===== config.mk =====
export PLATFORM = sky130hd
export DESIGN_NAME = mbr_digit_acc
export DESIGN_NICKNAME = d
export VERILOG_FILES = /design/src/rtl/core/mbr_pkg.sv /design/src/rtl/core/mbr_digit_acc.sv
export SDC_FILE = /design/constraint.sdc
export NUM_CORES = 1
export LEC_CHECK = 0
export ABC_CLOCK_PERIOD_IN_PS = 2980
export BUFFER_PORTS_ARGS = -buffer_cell sky130_fd_sc_hd__buf_2
export CORE_ASPECT_RATIO = 1.2
export CORE_MARGIN = 8
export CORE_UTILIZATION = 45
export CTS_BUF_LIST = sky130_fd_sc_hd__clkbuf_8
export DETAILED_ROUTE_END_ITERATION = 12
export HOLD_SLACK_MARGIN = 0.15
export PLACE_DENSITY = 0.66
export SLEW_MARGIN = 20
export SYNTH_ARGS = -nofsm -noshare
export SYNTH_HDL_FRONTEND = slang
export SYNTH_SLANG_ARGS = --single-unit
export TNS_END_PERCENT = 5

===== constraint.sdc =====
create_clock -name clk -period 2.98 [get_ports clk]
set_input_delay 0 -clock clk [delete_from_list [all_inputs] [get_ports clk]]
set_output_delay 0 -clock clk [all_outputs]
set_load 0.02 [all_outputs]

===== src/rtl/core/mbr_pkg.sv =====
// Shared types and constants for the MSB-first bit reader.
package mbr_pkg;

  localparam int BYTE_W        = 8;
  localparam int VALUE_W       = 32;
  localparam int POS_PORT_W    = 13;
  localparam int KIND_W        = 3;
  localparam int CNT_W         = 6;
  localparam int DISP_W        = 14;
  localparam int OFF_W         = 3;
  localparam int NB_W          = 4;   // bits taken from one byte, 0..8
  localparam int MAX_READ_BITS = 32;

  typedef enum logic [KIND_W-1:0] {
    K_WRITE_BYTE = 3'd0,
    K_SET_POS    = 3'd1,
    K_READ_BITS  = 3'd2,
    K_SKIP_BITS  = 3'd3,
    K_ALIGN      = 3'd4,
    K_SEEK       = 3'd5
  } kind_t;

  typedef enum logic [1:0] {
    ST_OK        = 2'd0,
    ST_RANGE     = 2'd1,
    ST_READ_ONLY = 2'd2
  } status_t;

  // Control from the sequencer to the digit accumulator.
  typedef struct packed {
    logic            clear;
    logic            shift;
    logic [OFF_W-1:0] start;  // first bit of the byte to take, from the MSB end
    logic [NB_W-1:0]  nb;     // number of bits to take
  } acc_ctl_t;

endpackage


===== src/rtl/core/mbr_digit_acc.sv =====
// Value accumulator: appends the read bits taken from one byte per cycle while shift is set.
module mbr_digit_acc (
  input  logic                       clk,
  input  mbr_pkg::acc_ctl_t          ctl,
  input  logic [mbr_pkg::BYTE_W-1:0]  byte_in,
  output logic [mbr_pkg::VALUE_W-1:0] value
);
  import mbr_pkg::*;

  logic [VALUE_W-1:0] value_r;
  logic [VALUE_W-1:0] value_nxt;
  logic [BYTE_W-1:0]  lead;
  logic [BYTE_W-1:0]  field;

  // drop the bits before start, then keep the top nb bits right aligned
  always_comb begin
    lead      = byte_in << ctl.start;
    field     = lead >> (NB_W'(BYTE_W) - ctl.nb);
    value_nxt = (value_r << ctl.nb) | VALUE_W'(field);
  end

  always_ff @(posedge clk) begin
    if (ctl.clear) begin
      value_r <= '0;
    end else if (ctl.shift) begin
      value_r <= value_nxt;
    end
  end

  assign value = value_r;

endmodule


* Word-level counts from Yosys, hierarchy flattened
Cells that the tools add are included.
Widths: inputs -> output; s select.
** Cells by class
- $add $sub $neg :: 1
- Shifts and indexed selects :: 3
- Bitwise logic cells :: 1
** Operators by type and width (number)
- $or 32x8->32 :: 1
- $shl 32x4->32 :: 1
- $shl 8x3->8 :: 1
- $shr 8x4->8 :: 1
- $sub 4x4->4 const A :: 1
** Storage, ports and cells
- Register bits after elaboration :: 32
- Input port bits :: 18
- Output and inout bits :: 32
- Word-level logic and storage cells :: 6

* Depth between registers and ports, before layout
Gate-level depths: netlist (run 1).
- Depth after elaboration :: 3
- Gate-level depth with buffers :: 10
- Depth with buffers taken out :: 7

* Worst setup path after synthesis (run 1)
OpenSTA, ideal clock, no wires.
- Path type :: input-to-reg
- Start :: in ctl[1] (netlist name)
- End :: reg value_r[1] (netlist: value[1])
- Library setup time :: 0.132 ns
- Data arrival time :: 1.770 ns
- Required time :: 2.848 ns
- Setup slack :: 1.078 ns
- Stages :: 9
- Path buffers :: 4
- Cell sequence :: buf_2 buf_2 inv_1 ha_1 clkbuf_1 clkbuf_1 nor3_1 o311ai_0 o22ai_1
** On the way
- Longest elaborated chain between the ends :: 3
- Elaborated cells between the ends (all ways) :: 4
- Those cells by class :: add/sub: 1; shift: 2; bitwise: 1
** Ends and longest elaborated chain
- start: declaration :: RTL line mbr_digit_acc.sv:4 : input mbr_pkg::acc_ctl_t ctl,
- $sub 4x4->4 :: RTL line mbr_digit_acc.sv:18 : field = lead >> (NB_W'(BYTE_W) - ctl.nb);
- $shr 8x4->8 :: RTL line mbr_digit_acc.sv:18
- $or 32x8->32 (*) :: RTL line mbr_digit_acc.sv:19 : value_nxt = (value_r << ctl.nb) | VALUE_W'(field);
- end signal: assignment :: RTL line mbr_digit_acc.sv:26 : value_r <= value_nxt;
- end: declaration :: RTL line mbr_digit_acc.sv:10 : logic [VALUE_W-1:0] value_r;
Every way passes the cells marked *; elsewhere a longest branch is shown, timed or not.
A chain may end at the register's enable or synchronous reset.

* Final worst setup path (run 1)
- Start :: in ctl[0] (netlist name)
- End :: reg value_r[22] (netlist: value[22])
** On the way
- Longest elaborated chain between the ends :: 2
** Ends and longest elaborated chain (RTL line)
- $shl 32x4->32 :: mbr_digit_acc.sv:19
- $or 32x8->32 :: mbr_digit_acc.sv:19
Every way passes these cells.

==> out/results.txt, run 1 <==
Status: complete, no violations
Maximum Capacitance Violations: 0
CP required: 3150 ps
Crit Path Class: primary input to flip-flop
Routability-driven placement congestion ratio: 0.917
Final Cycle Share: 65.0%
Psw: 0.470 mW
Clk root buf: clkbuf_8
Antenna Nets Post-Route: 0
Startpoint types: primary input
Critical-path cell list: buf_2 > buf_4 > mux4_2 > mux4_2 > mux2i_1 > nor2_1
Synth cell types: 47
Die Area: 10000 sq um
Clock Power Share: 32.7%
Total Power: 1.35 mW
Fillers: 670
Drt pass-1 iters: 4
Remaining Overflow, GRT: 0
# nets final: 382
Top_reg_cell synth: dfxtp_1
Syn avg cell area: 9.47 sq um
WL met3: 459 microns
Register area share after synthesis: 20.2%
CTS H-Tree Depth: 2
Row count: 33
Yosys warning count: 0
Worst Path Max Fanout: 25
Core ar.: 6850 sq um
Max rail drop VDD: 0.191 mV
Placed instance area: 3400 sq um
Die X-Extent: 92.7 microns
Dpl hpwl: 6340 microns
Post-synth EDFFs: 0
RSZ-0062 raised after global routing: false
Met1 WL: 3850 microns
Mapped cell area: 3170 sq um
Worst Tran Pin Value: 646 ps
Die Y-Extent: 108 microns
Initial antenna violation count: 0
Area occupied by multi-input gates: 2340 sq um
Vias per inst: 6.32
GRT Util Overall: 17.6%
Setup TNS: 0 ps
Io pins: 50
Vias in the first global route: 2834
Routed len/inst: 19.3 microns
Max reg flops: 32
Finished Cell Area: 3520 sq um
Fin worst setup slack: 1040 ps
Global-route wire length before repair: 14400 microns
Kind of cell adding the most delay to the critical path: multiplexers
Share of cells above drive strength 1: 30.5%
Synthesis-to-finish area growth: 10.9%
Setup bufs post-CTS: 0
Area fraction of the dominant cell type after synthesis: 23.4%
Flop pwr share: 35.9%
Storage element area: 641 sq um
Final WL: 8720 microns
Syn Nets: 354
Worst Skew: 7.16 ps
Final Max Tran Viols: 0
Dpl ws: 728 ps
Final hold vios: 0
FF+latch count, synth: 32
Bufs on Longest Clock Path: 2
Leading area contributor after synthesis: mux4_2
P_int: 0.882 mW
CP endpoint kind: flip-flop
Via Count: 2852
# clock sinks: 32
Met2 wire length: 4260 microns
CTS tree: built
Power per cell area: 384 nW/um^2
Later-pin clock latency in the skew report: 300 ps
Combinational power share: 31.4%
Slowest cell on the critical path: mux4_2
Drt initial violations: 238
Slew HR: 56.9%
# DRC: 0
Top Metal Used: met4
Crit path top cell by count: mux4_2
P_leak: 1.43 nW
Final Setup Violations: 0
Input/output buffers: 49
Syn Inst Count: 335
Clock transition at the registers of the reported paths: 80 ps
Fin crit period: 1940 ps
Crit path largest cell delay: 600 ps
Initial core utilization: 46.3%
Post-synth ARST share: 0%
Cts bufs inserted: 5
Type of the most critical hold path: primary input to flip-flop
Worst Path Buf+Inv: 2
Max Freq: 516 MHz
Sw Ratio: 34.7%
Largest net degree at the start of global routing: 36
Antenna diode count: 0
Crit path arrival time: 2100 ps
Synth area leaders: mux4_2 23%, dfxtp_1 20%, mux2i_1 15%
==> final cells by class <==
cell class / count / area share, %
clock buffer: 5 / 1.96
clock inverter: 3 / 1.21
inverter: 6 / 0.640
multi-input combinational: 263 / 66.6
sequential: 32 / 18.2
tap: 87 / 3.09
timing repair buffer: 55 / 8.32
==> repair_timing <==
item                                   in CTS  in global routing
resized for setup                           0                  0
endpoints found under the hold margin       1                  0
hold buffers                                1                  0
==> metrics by stage <==
step	instances	utilization, %	hold slack (ps)
2_1_floorplan	335	-	327
3_3_place_gp	442	49.6	456
3_5_place_dp	442	49.6	456
4_1_cts	451	51.3	165
5_1_grt	451	51.3	203
6_report	451	51.3	170
==> placed cells by master, fill, tap and decap left out, types with 3 or more instances in the layout <==
cell      instances
mux2_2           11
inv_1             3
nand3_1           4
dfxtp_1          32
nor2b_1           4
o22ai_1           4
nand3b_1          5
a211oi_1          6
a31oi_1           8
nor2_1           36
inv_2             3
a22oi_1           4
o211ai_1         11
a21oi_1          19
buf_4             5
o21ai_0           7
clkbuf_8          5
nor3_1            4
buf_2            49
nand2_1          17
xnor2_1           3
nand2b_1         14
mux2i_1          48
mux4_2           33
==> Yosys cell counts, types with 8 or more instances <==
master	count
nor2_1	36
mux2i_1	48
o211ai_1	11
clkbuf_1	11
buf_2	14
a31oi_1	8
dfxtp_1	32
nand2_1	17
mux4_2	33
mux2_2	11
a21oi_1	19
nand2b_1	14
==> final timing paths <==
kind,start,end,slack [ps],cells after the start
min,ctl[6],value[1]$_SDFFE_PP0P_,170,4
max reg2reg,value[7]$_SDFFE_PP0P_,value[22]$_SDFFE_PP0P_,1260,4
min reg2reg,value[29]$_SDFFE_PP0P_,value[29]$_SDFFE_PP0P_,520,2
max,ctl[0],value[22]$_SDFFE_PP0P_,1040,6
==> layer usage <==
layer  vias up  global-route usage [%]
li1       1350                       -
met1      1392                    22.9
met2        98                    28.9
met3        12                    3.05
met4         0                    5.77
met5         -                       0
==> power by group through the flow <==
| stage | Combinational [mW] | Clock [mW] | Sequential (mW) |
|---|---|---|---|
| after floorplan | 0.300 | 0 | 0.513 |
| after global placement | 0.418 | 0 | 0.495 |
| after detailed placement | 0.421 | 0 | 0.495 |
| after CTS | 0.424 | 0.447 | 0.485 |
| after global routing | 0.461 | 0.466 | 0.490 |
| final | 0.424 | 0.442 | 0.486 |
==> tightest hold or removal path, stage by stage <==
cell,delay (ps)
buf_2,180
a21oi_1,90
o311ai_0,80
o22ai_1,70
==> kinds of logic (layout without fill, tap and decap cells) <==
| kind of cell | after synthesis | after routing | synth area share (%) |
|---|---|---|---|
| buffers and inverters | 40 | 69 | 5.99 |
| XOR/XNOR | 4 | 4 | 1.10 |
| adder cells (fa/ha/maj) | 1 | 1 | 0.394 |
| multiplexers | 92 | 92 | 42.5 |
| AO/OA/AOI/OAI | 73 | 73 | 15.4 |
| AND/OR/NAND/NOR | 93 | 93 | 14.5 |
| flip-flops | 32 | 32 | 20.2 |
Power figures use the tool's default switching activity.
==> run 2, diff against run 1 <==
--- a/config.mk
+++ b/config.mk
@@ -5,7 +5,7 @@
 export SDC_FILE = /design/constraint.sdc
 export NUM_CORES = 1
 export LEC_CHECK = 0
-export ABC_CLOCK_PERIOD_IN_PS = 2980
+export ABC_CLOCK_PERIOD_IN_PS = 1800
 export BUFFER_PORTS_ARGS = -buffer_cell sky130_fd_sc_hd__buf_2
 export CORE_ASPECT_RATIO = 1.2
 export CORE_MARGIN = 8
==> constraint.sdc (replaced) <==
create_clock -name clk -period 1.8 [get_ports clk]
set_input_delay 0 -clock clk [delete_from_list [all_inputs] [get_ports clk]]
set_output_delay 0 -clock clk [all_outputs]
set_load 0.02 [all_outputs]
==> out/results.txt, run 2 (synthesis gave the netlist of run 1 again) <==
Status: complete, no violations
Worst Path Max Fanout: 6 (-76%)
Kind of cell adding the most delay to the critical path: multiplexers
Commonest non-fill, non-tap cell in the layout: buf_2
Placed instance area: 3590 sq um (+5.7%)
Slew HR: 68.2% (+11 points)
Via Count: 3021 (+5.9%)
Worst Tran Pin Value: 473 ps (-173 ps)
Startpoint types: flip-flop
Global-route wire length before repair: 15600 microns (+8.4%)
Final WL: 9300 microns (+6.6%)
Max reg flops: 32 (unchanged)
Post-layout util: 54.1% (+2.8 points)
Bufs on Longest Clock Path: 2 (unchanged)
Slowest cell on the critical path: mux4_2
Worst Skew: 8.45 ps (+1.29 ps)
Remaining Overflow, GRT: 0 (unchanged)
Clk root buf: clkbuf_8
Drt initial violations: 202 (-15%)
Worst Path Buf+Inv: 0 (-2)
Fin crit period: 1720 ps
Area occupied by multi-input gates: 2340 sq um (unchanged)
P_leak: 1.56 nW (+8.9%)
Die Y-Extent: 108 microns (unchanged)
Core ar.: 6850 sq um (unchanged)
Dpl hpwl: 7180 microns (+13%)
Maximum Capacitance Violations: 0 (unchanged)
Initial antenna violation count: 0 (unchanged)
WL met3: 531 microns (+16%)
Vias in the first global route: 3090 (+9.0%)
Power per cell area: 609 nW/um^2 (+59%)
Final Max Tran Viols: 0 (unchanged)
Leading cell types in the layout, fill and taps excluded: 49 x buf_2, 48 x mux2i_1, 36 x nor2_1
CTS H-Tree Depth: 2 (unchanged)
Met2 wire length: 4880 microns (+15%)
Synthesis-to-finish area growth: 16.8%
Routability-driven placement congestion ratio: 0.863 (-6.0%)
CP endpoint kind: flip-flop
Reg2Reg Depth: 4 (unchanged)
Crit path top cell by count: mux4_2
Antenna diode count: 0 (unchanged)
Final Cycle Share: 95.8%
Initial core utilization: 46.3% (unchanged)
Later-pin clock latency in the skew report: 280 ps (-20 ps)
Drt pass-1 iters: 4 (unchanged)
Max rail drop VDD: 0.361 mV (+89%)
Share of cells above drive strength 1: 34.5% (+4.0 points)
CTS tree: built
Input/output buffers: 49 (unchanged)
Final Setup Violations: 0 (unchanged)
CP required: 1970 ps (-1180 ps)
Top Metal Used: met4
RSZ-0062 raised after global routing: false
Storage element area: 641 sq um (unchanged)
Io pins: 50 (unchanged)
# DRC: 0 (unchanged)
Routed len/inst: 19.6 microns (+1.2%)
Cts bufs inserted: 5 (unchanged)
Crit Path Class: flip-flop to flip-flop
Met1 WL: 3750 microns (-2.7%)
Finished Cell Area: 3710 sq um (+5.4%)
Final cell count without fillers: 475 (+5.3%)
Largest net degree at the start of global routing: 28 (-22%)
Setup TNS: 0 ps (unchanged)
Crit path arrival time: 1890 ps (-210 ps)
Crit path largest cell delay: 520 ps (-80 ps)
Die X-Extent: 92.7 microns (unchanged)
Max Freq: 580 MHz
Clock transition at the registers of the reported paths: 80 ps (about the same)
Row count: 33 (unchanged)
# clock sinks: 32 (unchanged)
Critical-path cell list: mux4_2 > mux4_2 > mux2i_1 > nor2_1
Critical Path Stages: 4 (-2)
Antenna Nets Post-Route: 0 (unchanged)
Die Area: 10000 sq um (unchanged)
Fillers: 647 (-3.4%)
Worst hold path depth: 4 (unchanged)
Vias per inst: 6.36 (+0.57%)
Total Power: 2.26 mW (+67%)
DP Cell Count: 466 (+5.4%)
Type of the most critical hold path: primary input to flip-flop
Final hold vios: 0 (unchanged)
GRT Util Overall: 18.9% (+1.3 points)
# nets final: 406 (+6.3%)
==> run 2: cell types whose count changed in the layout (fill, tap and decap cells not counted), sizes merged <==
| cell | previous run | this run |
|---|---|---|
| clkinvlp | 1 | 0 |
| inv | 6 | 7 |
| buf | 54 | 78 |
==> run 2: where the power goes <==
| group | total [mW] | internal (mW) | switching (mW) | leakage (nW) |
|---|---|---|---|---|
| registers | 0.802 | 0.746 | 0.0557 | 0.261 |
| clock network | 0.689 | 0.405 | 0.284 | 0.0593 |
| logic | 0.767 | 0.347 | 0.421 | 1.24 |
| total | 2.26 | 1.50 | 0.760 | 1.56 |
==> run 2: per-stage QoR <==
stage               hold WS (ps)  worst slack [ps]
finish                       155              75.4
global route                 183              1.26
CTS                          152              62.4
detailed placement           382              31.2
global placement             379              33.4
floorplan                    327              46.7
==> run 2: cell type report <==
class / count / share of cell area, %
Multi-Input combinational cell: 263 / 63.2
Clock buffer: 5 / 1.86
Clock inverter: 3 / 1.05
Timing Repair Buffer: 79 / 13.1
Inverter: 6 / 0.607
Sequential cell: 32 / 17.3
Tap cell: 87 / 2.94
==> run 2: path summary, 6_finish.rpt <==
path | start | endpoint | slack (ps)
setup / recovery | value[23]$_SDFFE_PP0P_ | value[30]$_SDFFE_PP0P_ | 80
hold / removal | ctl[2] | value[0]$_SDFFE_PP0P_ | 160
setup reg to reg | value[23]$_SDFFE_PP0P_ | value[30]$_SDFFE_PP0P_ | 80
hold reg to reg | value[31]$_SDFFE_PP0P_ | value[31]$_SDFFE_PP0P_ | 500
==> run 2: worst min-delay path: cells and delay by family <==
family,cells,cell delay [ps]
buffers and inverters,1,150
AND/OR/NAND/NOR,1,80
AO/OA/AOI/OAI,2,160
==> run 2: layer usage <==
layer / up-vias / global-route usage, %
met4: 0 / 5.65
met3: 12 / 3.26
met5: - / 0
met2: 116 / 33.2
li1: 1389 / -
met1: 1504 / 23.1
==> run 2: repair_timing <==
item,4_1_cts,5_1_grt
gates resized for setup,0,0
endpoints found under the hold margin,9,0
buffers inserted,0,0
hold buffers,1,0
==> run 3, diff against run 2 <==
--- a/config.mk
+++ b/config.mk
@@ -5,6 +5,7 @@
 export SDC_FILE = /design/constraint.sdc
 export NUM_CORES = 1
 export LEC_CHECK = 0
+export ABC_AREA = 1
 export ABC_CLOCK_PERIOD_IN_PS = 1800
 export BUFFER_PORTS_ARGS = -buffer_cell sky130_fd_sc_hd__buf_2
 export CORE_ASPECT_RATIO = 1.2
==> out/results.txt, run 3 <==
Synth cell types: 36 (-23%)
Slew HR: 75.3% (+7.2 points)
R2r setup slk: 360 ps (+280 ps)
Post-synth ARST share: 0% (unchanged)
Max Freq: 693 MHz (+19%)
Io pins: 50 (unchanged)
Worst Tran Pin Value: 370 ps (-103 ps)
# nets final: 574 (+41%)
Syn avg cell area: 5.94 sq um (-37%)
Remaining Overflow, GRT: 0 (unchanged)
Worst Skew: 8.14 ps (-0.317 ps)
Vias in the first global route: 3384 (+9.5%)
Cts bufs inserted: 5 (unchanged)
Setup crit end: value[16]$_SDFFE_PP0P_
Post-synth EDFFs: 0 (unchanged)
CP endpoint kind: flip-flop
Syn Nets: 540 (+53%)
Type of the most critical hold path: primary input to flip-flop
Final Cycle Share: 80.2% (-16 points)
Most common library cells after synthesis: 182 x nand2_1, 52 x nand3_1, 40 x inv_1, 34 x o21ai_1, 32 x dfxtp_1
CP required: 2040 ps (+70 ps)
Hold-fix buffers, CTS: 2 (+1)
Clk root buf: clkbuf_8
GRT Util Overall: 19.0% (+0.10 points)
Drt pass-1 iters: 5 (+1)
Leading area contributor after synthesis: nand2_1
Worst Path Max Fanout: 3 (-3)
Largest net degree at the start of global routing: 53 (+89%)
R2r endpoint: value[16]$_SDFFE_PP0P_
Initial core utilization: 46.0% (-0.32 points)
Final hold vios: 0 (unchanged)
Synthesis-to-finish area growth: 10.6%
Reg2Reg Depth: 8 (+4)
Drt initial violations: 285 (+41%)
Mapped cell area: 3090 sq um (-2.5%)
Via Count: 3569 (+18%)
Crit path arrival time: 1690 ps (-200 ps)
Core ar.: 6730 sq um (-1.8%)
Worst reg2reg startpoint: value[1]$_SDFFE_PP0P_
Antenna Nets Post-Route: 0 (unchanged)
Max rail drop VDD: 0.321 mV (-11%)
Die Y-Extent: 107 microns (-1.1%)
# clock sinks: 32 (unchanged)
Later-pin clock latency in the skew report: 290 ps (about the same)
Bufs on Longest Clock Path: 2 (unchanged)
Die X-Extent: 91.7 microns (-1.0%)
Vias per inst: 5.55 (-13%)
DP Cell Count: 633 (+36%)
Yosys warning count: 0 (unchanged)
Final Max Tran Viols: 0 (unchanged)
Fillers: 705 (+9.0%)
Antenna diode count: 0 (unchanged)
Global-route wire length before repair: 15600 microns (-0.13%)
Critical path origin: value[1]$_SDFFE_PP0P_
Final WL: 9260 microns (-0.33%)
Crit Path Class: flip-flop to flip-flop
Top_reg_cell synth: dfxtp_1
Setup TNS: 0 ps (unchanged)
RSZ-0062 raised after global routing: false
CTS resizes: 0 (unchanged)
Final cell count without fillers: 643 (+35%)
Share of cells above drive strength 1: 17.3% (-17 points)
FF+latch count, synth: 32 (unchanged)
Leading cell types in the layout, fill and taps excluded: 182 x nand2_1, 52 x nand3_1, 49 x buf_2
Row count: 33 (unchanged)
Most frequent cell after synthesis: nand2_1
Status: complete, no violations
Synth area leaders: nand2_1 22%, dfxtp_1 21%, nand3_1 8.4%
Register area share after synthesis: 20.7% (+0.51 points)
Max reg flops: 32 (unchanged)
Clock transition at the registers of the reported paths: 80 ps (about the same)
Power per cell area: 650 nW/um^2 (+6.8%)
Maximum Capacitance Violations: 0 (unchanged)
P_leak: 1.70 nW (+8.7%)
# DRC: 0 (unchanged)
Routability-driven placement congestion ratio: 0.919 (+6.6%)
Routed len/inst: 14.4 microns (-26%)
Worst hold margin: 168 ps (+12.9 ps)
Initial antenna violation count: 0 (unchanged)
Area fraction of the dominant cell type after synthesis: 22.1% (-1.3 points)
Commonest non-fill, non-tap cell in the layout: nand2_1
CTS tree: built
CTS H-Tree Depth: 2 (unchanged)
Startpoint types: flip-flop
Fin crit period: 1440 ps (-281 ps)
Dpl hpwl: 6880 microns (-4.2%)
Final Setup Violations: 0 (unchanged)
Die Area: 9800 sq um (-2.1%)
Setup bufs post-CTS: 0 (unchanged)
Input/output buffers: 49 (unchanged)
Syn Inst Count: 521 (+56%)
[run 3: cell count changes after synthesis, moves of 30 or more]
cell     before  now
mux2i_1      48   14
nand2_1      17  182
nor2_1       36    6
nand3_1       4   52
mux4_2       33    0
o21ai_1       0   34
inv_1         3   40
[run 3: how the worst min path moves through the flow]
stage / from / end / depth (start not counted)
3_3_place_gp: ctl[8] / value[14]$_SDFFE_PP0P_ / 4
5_1_grt: ctl[7] / value[10]$_SDFFE_PP0P_ / 2
2_1_floorplan: ctl[8] / value[12]$_SDFFE_PP0P_ / 3
4_1_cts: ctl[7] / value[6]$_SDFFE_PP0P_ / 2
3_5_place_dp: ctl[8] / value[14]$_SDFFE_PP0P_ / 4
6_report: ctl[7] / value[6]$_SDFFE_PP0P_ / 2
[run 3: metal layers]
layer / vias up / GRT usage (%) / routed length (microns)
met3: 19 / 2.87 / 395
met2: 126 / 33.7 / 4650
met4: 0 / 8.42 / 250
met1: 1619 / 22.0 / 3960
met5: - / 0 / 0
li1: 1805 / - / -
[run 3: critical path, cell delays in order (launching register included)]
cell and delay [ps]:
dfxtp_1 350, inv_1 70, o21ai_0 270, mux2i_1 140, o21ai_1 270, nand2_1 80
nand2_1 80, o211ai_1 80, inv_1 60
[run 3: cell type report]
class                      count  area (sq um)  share of cell area, %
multi-input combinational    402          2010                   58.8
inverter                      50           195                   5.70
timing repair buffer          64           375                   11.0
clock inverter                 2          7.51                  0.219
sequential                    32           641                   18.7
clock buffer                   6          82.6                   2.41
tap                           87           109                   3.18
[run 3: logic make-up after synthesis]
logic type	share of synthesized area [%]
and+or+nand+nor	34.8
AOI/OAI and AO/OA	24.3
buffers and inverters	14.3
DFF	20.7
muxes	4.97
xor gates and xnor gates	0.566
adders and majority gates	0.404
[run 3: per-stage QoR]
step	utilization, %	area, sq um	power (mW)	setup WS, ps
after floorplan	-	3090	1.43	216
after global placement	49.2	3310	1.64	350
after detailed placement	49.2	3310	1.64	350
after CTS	50.8	3420	2.23	377
after global routing	50.8	3420	2.36	178
final	50.8	3420	2.23	356
[run 3: power by group]
| part | switching [mW] | internal [mW] |
|---|---|---|
| logic | 0.544 | 0.275 |
| registers | 0.0501 | 0.762 |
| clock network | 0.293 | 0.301 |
| total | 0.887 | 1.34 |
